## src/rtl/rbc_pkg.sv

```systemverilog
// Package for the recurrence byte checksum.
// Holds widths, the recurrence constants and the mod-65535 fold.
// No dependencies.
package rbc_pkg;

  localparam int unsigned TERM_W  = 16;
  localparam int unsigned IDX_W   = 8;
  localparam int unsigned BYTE_W  = 8;
  localparam int unsigned PROD_W  = 25;  // 9-bit sum times 16-bit term

  typedef logic [TERM_W-1:0] term_t;
  typedef logic [IDX_W-1:0]  idx_t;
  typedef logic [BYTE_W-1:0] byte_t;
  typedef logic [PROD_W-1:0] prod_t;

  localparam logic [12:0]       ALPHA_STEP  = 13'd17;
  localparam logic [12:0]       BETA_STEP   = 13'd31;
  localparam logic [8:0]        SEED_OFFSET = 9'd7;
  localparam logic [TERM_W:0]   MODULUS     = 17'd65535;
  localparam logic [TERM_W:0]   TWO_POW_16  = 17'h10000;

  // x mod 65535 for x < 2^25: 2^16 = 1 (mod 65535), so fold high onto low.
  function automatic term_t fold_mod(input prod_t x);
    logic [TERM_W:0] s;
    s = {8'd0, x[PROD_W-1:TERM_W]} + {1'b0, x[TERM_W-1:0]};
    if (s >= MODULUS) begin
      s = s - MODULUS;
    end
    return s[TERM_W-1:0];
  endfunction

endpackage

```

## src/rtl/recurrence_byte_checksum_top.sv

```systemverilog
// Top level of the recurrence byte checksum.
// Holds the input register, the term state and the result register.
// Depends on rbc_pkg and rbc_term.
//
// Usage:
//   Bytes enter on the slave stream (s_tdata = data byte, s_tuser = first
//   byte of a message, s_tlast = last byte). One checksum leaves on the
//   master stream for every byte that carries s_tlast.
//   A transfer takes place when tvalid and tready are both high.
//   Throughput: one byte per cycle unless a last byte stalls (see Stall);
//   the recurrence update (two multiplies, a subtract and a mod-65535 fold)
//   is combinational in the term unit. Path: the checksum of a last byte
//   passes through the input register, then the result register, before
//   it shows on m_tvalid.
//   Stall: while a checksum waits in the result register, non-last bytes
//   keep flowing; a further last byte waits in the input register and
//   s_tready drops until the result is taken.
//   Reset: both terms are 1, the byte index is 0 and both registers empty.
//   A byte without a prior first byte continues from the current state.
module recurrence_byte_checksum_top (
  input  logic                clk,
  input  logic                rst,
  input  logic                s_tvalid,
  output logic                s_tready,
  input  logic [7:0]          s_tdata,   // [7:0] data_byte
  input  logic                s_tuser,   // [0] first_byte
  input  logic                s_tlast,   // last_byte
  output logic                m_tvalid,
  input  logic                m_tready,
  output logic [15:0]         m_tdata    // [15:0] checksum
);

  logic           in_valid;
  rbc_pkg::byte_t in_byte;
  logic           in_first;
  logic           in_last;

  rbc_pkg::term_t prev_term;
  rbc_pkg::term_t curr_term;
  rbc_pkg::idx_t  byte_index;

  rbc_pkg::term_t curr_term_next;
  rbc_pkg::term_t prev_term_next;
  rbc_pkg::idx_t  byte_index_next;
  rbc_pkg::idx_t  idx_inc;
  rbc_pkg::term_t rec_term;
  logic [8:0]     seed;
  logic           advance;

  assign advance  = in_valid && (!in_last || !m_tvalid || m_tready);
  assign s_tready = !in_valid || advance;
  assign idx_inc  = byte_index + rbc_pkg::idx_t'(1);
  assign seed     = {1'b0, in_byte} + rbc_pkg::SEED_OFFSET;

  rbc_term u_term (
    .data_byte (in_byte),
    .idx       (idx_inc),
    .curr_term (curr_term),
    .prev_term (prev_term),
    .next_term (rec_term)
  );

  always_comb begin
    if (in_first) begin
      prev_term_next  = rbc_pkg::term_t'(1);
      curr_term_next  = {7'd0, seed};
      byte_index_next = '0;
    end else begin
      prev_term_next  = curr_term;
      curr_term_next  = rec_term;
      byte_index_next = idx_inc;
    end
  end

  // input register
  always_ff @(posedge clk) begin
    if (rst) begin
      in_valid <= 1'b0;
    end else if (s_tready) begin
      in_valid <= s_tvalid;
    end
    if (s_tready && s_tvalid) begin
      in_byte  <= s_tdata;
      in_first <= s_tuser;
      in_last  <= s_tlast;
    end
  end

  // recurrence state
  always_ff @(posedge clk) begin
    if (rst) begin
      prev_term  <= rbc_pkg::term_t'(1);
      curr_term  <= rbc_pkg::term_t'(1);
      byte_index <= '0;
    end else if (advance) begin
      prev_term  <= prev_term_next;
      curr_term  <= curr_term_next;
      byte_index <= byte_index_next;
    end
  end

  // result register
  always_ff @(posedge clk) begin
    if (rst) begin
      m_tvalid <= 1'b0;
    end else if (advance && in_last) begin
      m_tvalid <= 1'b1;
    end else if (m_tready) begin
      m_tvalid <= 1'b0;
    end
    if (advance && in_last) begin
      m_tdata <= curr_term_next;
    end
  end

endmodule

```

## src/rtl/rbc_term.sv

```systemverilog
// Next-term logic of the recurrence checksum (combinational).
// Forms A and B, subtracts with the 64-bit wrap rule and reduces mod 65535.
// Depends on rbc_pkg.
module rbc_term (
  input  rbc_pkg::byte_t data_byte,
  input  rbc_pkg::idx_t  idx,
  input  rbc_pkg::term_t curr_term,
  input  rbc_pkg::term_t prev_term,
  output rbc_pkg::term_t next_term
);

  logic [12:0]         alpha_full;
  logic [12:0]         beta_full;
  logic [8:0]          coef_a;
  rbc_pkg::prod_t      prod_a;
  rbc_pkg::prod_t      prod_b;
  rbc_pkg::term_t      neg_res;
  logic [16:0]         wrap;

  assign alpha_full = {5'd0, idx} * rbc_pkg::ALPHA_STEP;
  assign beta_full  = {5'd0, idx} * rbc_pkg::BETA_STEP;
  assign coef_a     = {1'b0, data_byte} + {1'b0, alpha_full[7:0]};
  assign prod_a     = {16'd0, coef_a} * {9'd0, curr_term};
  assign prod_b     = {17'd0, beta_full[7:0]} * {9'd0, prev_term};

  always_comb begin
    neg_res = rbc_pkg::fold_mod(prod_b - prod_a);
    // A < B wraps through 2^64, which is 1 mod 65535: result = (1 - m) mod 65535
    wrap = rbc_pkg::TWO_POW_16 - {1'b0, neg_res};
    if (wrap >= rbc_pkg::MODULUS) begin
      wrap = wrap - rbc_pkg::MODULUS;
    end
    if (prod_a >= prod_b) begin
      next_term = rbc_pkg::fold_mod(prod_a - prod_b);
    end else begin
      next_term = wrap[15:0];
    end
  end

endmodule

```

## config.mk

```make
export PLATFORM = sky130hd
export DESIGN_NAME = recurrence_byte_checksum_top
export DESIGN_NICKNAME = d
export VERILOG_FILES = /design/src/rtl/rbc_pkg.sv /design/src/rtl/recurrence_byte_checksum_top.sv /design/src/rtl/rbc_term.sv
export SDC_FILE = /design/constraint.sdc
export NUM_CORES = 1
export LEC_CHECK = 0
export ABC_AREA = 1
export BUFFER_PORTS_ARGS = -buffer_cell sky130_fd_sc_hd__buf_4
export CORE_MARGIN = 2
export CORE_UTILIZATION = 30
export DETAILED_ROUTE_END_ITERATION = 10
export PLACE_DENSITY = 0.43
export SKIP_CTS_REPAIR_TIMING = 1
export SLEW_MARGIN = 20
export SYNTH_ARGS = -nofsm -noshare
export SYNTH_HDL_FRONTEND = slang
export SYNTH_SLANG_ARGS = --single-unit
```

## constraint.sdc

```tcl
create_clock -name clk -period 23.1 [get_ports clk]
set_input_delay 4.62 -clock clk [delete_from_list [all_inputs] [get_ports clk]]
set_output_delay 4.62 -clock clk [all_outputs]
set_load 0.01 [all_outputs]
```

==> out/results.tsv <==
metric	value	unit
status	completed	
most common library cells after synthesis	inv_1 (523), nand2_1 (502), nor2_1 (242)	
reg2reg setup slack	7.00	ns
Layout area overhead	6.84	%
die area	59500	um2
Setup CP Type	register to register	
nature of the critical path endpoint	register	
synth top area cells	fa_1 (23%), ha_1 (13%), inv_1 (11%), nand2_1 (11%), nor2_1 (5.3%)	
Critical Path End	m_tdata[2]	
Mapped Area	17300	um2
Final setup violation count	0	
Starting Density	30.5	%
EDFF count, synth	26	
Slew headroom	30.3	%
Clock Sink Count	68	
number of I/O pins	32	
number of nets with antenna violations after routing	0	
vias in the first global route	15300	
Post-Place Cells	3171	
largest net degree at the start of global routing	33	
Netlist cell types	61	
vias per cell	4.69	
flops & latches, synth	68	
max_cap viols	0	
final max-slew violation count	0	
top-count cell post-synth	inv_1	
final cycle utilization of the critical path	69.7	%
Die Wd	244	um
CP Launch Point	byte_index[0]	
Tmin final	16.10	ns
# H-tree levels	3	
CP max stage delay	0.61	ns
total gr overflow	0	
Clock Pin Slew Worst Setup and Hold Paths	0.07	ns
Synth top area share	22.7	%
DR pass1 iterations	7	
FF-to-FF End	m_tdata[2]	
crit-path max FO	15	
Layout Cells excl Fill	3188	
CP max-delay cell	dfxtp_1	
Place WS	6.91	ns
CTS Root Cell	clkbuf_16	
clk_lat worst skew	0.36	ns
setup TNS	0	ns
core area	56600	um2
reg2reg path depth	82	
CP startpoint kind	register	
Post-Place Cell Area	18200	um2
nets	2815	
r2r startpoint	byte_index[0]	
total track usage	18.9	%
Remaining DRCs	0	
Post-Synthesis Cells	2446	
# rows	87	
FFs w/ async S/R, synth	0	%
Max clock buf depth	2	
fin worst setup slack	7.00	ns
worst path required time	23.22	ns
Synth Warn #	0	
Critical Path AT	16.22	ns
HP Class	register to register	
ys flop type	dfxtp_1	
layout cells sized above 1	7.86	%
syn nets	2835	
drt initial violations	791	
post-DP HPWL	48100	um
RSZ-0062 raised after global routing	no	
DRT Wirelength	55400	um
Finished Cell Area	18400	um2
die height	244	um
Max Fclk	62.1	MHz
CTS tree	done	
first-pass GRT wire length	86800	um
Fin. Hold Viols	0	
actual slew at the worst max-slew pin	1.04	ns
RePlAce Congestion	0.921	
CTS buffer count	9	
drt wl/cell	17.4	um
detailed-route via count	14900	
Hold Path Depth	2	
syn avg cell area	7.06	um2
input/output buffers	31	
Seq/Total Area, Yosys	9.39	%
initial antenna violation count	1	
clock skew	0.0114	ns
CP most frequent cell	nand2_1	
post-synth top area cell	fa_1	
through the flow:
| step | hold slack, ns | utilization [%] |
|---|---|---|
| after floorplan | 0.458 | - |
| after detailed placement | 0.475 | 32.1 |
| final | 0.483 | 32.6 |
| after global placement | 0.468 | 32.1 |
| after global routing | 0.498 | 32.6 |
| after CTS | 0.484 | 32.6 |
critical path: cells and delay by family (launching register included):
family          cells  cell delay, ns
buf+inv            15            1.84
mux                 1            0.45
simple gates       39            4.70
fa+ha+maj          13            5.37
xor+xnor            4            1.23
compound gates     10            1.66
flops               1            0.61
cell type report:
class / count / area, um2
clock inverter: 6 / 46.3
timing repair buffer: 36 / 270
multi-input combinational: 1753 / 13200
fill: 6236 / 38200
clock buffer: 10 / 239
sequential: 68 / 1620
inverter: 558 / 2100
tap: 756 / 946
antenna: 1 / 2.50
how the worst min path moves through the flow:
stage	slack (ns)	from	to
finish	0.48	byte_index[6]	byte_index[6]
global route	0.50	byte_index[6]	byte_index[6]
CTS	0.48	byte_index[6]	byte_index[6]
detailed placement	0.47	byte_index[6]	byte_index[6]
global placement	0.47	byte_index[6]	byte_index[6]
floorplan	0.46	byte_index[7]	byte_index[7]
layer usage:
layer / vias up / GRT usage (%) / part of all wire (%)
li1: 7406 / - / -
met1: 7198 / 25.0 / 46
met4: 0 / 4.73 / 2.6
met5: - / 0 / 0
met2: 279 / 32.2 / 47
met3: 61 / 2.89 / 4.2
placed cells by master, fill, tap and decap left out, types with 8 or more instances in the layout:
| cell type | instances |
|---|---|
| inv_1 | 522 |
| nand2_1 | 502 |
| nor2_1 | 242 |
| fa_1 | 196 |
| ha_1 | 179 |
| a21oi_1 | 145 |
| xor2_1 | 90 |
| nand3_1 | 80 |
| o21ai_0 | 60 |
| dfxtp_1 | 42 |
| nand2_2 | 36 |
| buf_4 | 36 |
| xnor2_1 | 33 |
| nand4_1 | 31 |
| inv_2 | 30 |
| edfxtp_1 | 26 |
| nor2_2 | 14 |
| o21bai_1 | 14 |
| nor3_1 | 12 |
| nand3_2 | 9 |
| or2_2 | 9 |
| clkbuf_16 | 9 |
| nand2_4 | 8 |
| nor2_4 | 8 |
| a21oi_2 | 8 |
cell families after synthesis:
kind of cell,share of synthesized area (%)
AOI/OAI and AO/OA,9.39
DFF,9.39
xor gates and xnor gates,6.97
and+or+nand+nor,24.5
muxes,0.0580
buffers and inverters,14.0
adders and majority gates,35.7
flip-flops by register name (all words and copies together), names as in the netlist:
register and count:
byte_index 8, curr_term 16, in_byte 8, in_first 1, in_last 1, in_valid 1
m_tdata 16, m_tvalid 1, prev_term 16
Power is not shown: default switching activity piles up to over one toggle a cycle in this logic, so the estimate is an artifact.
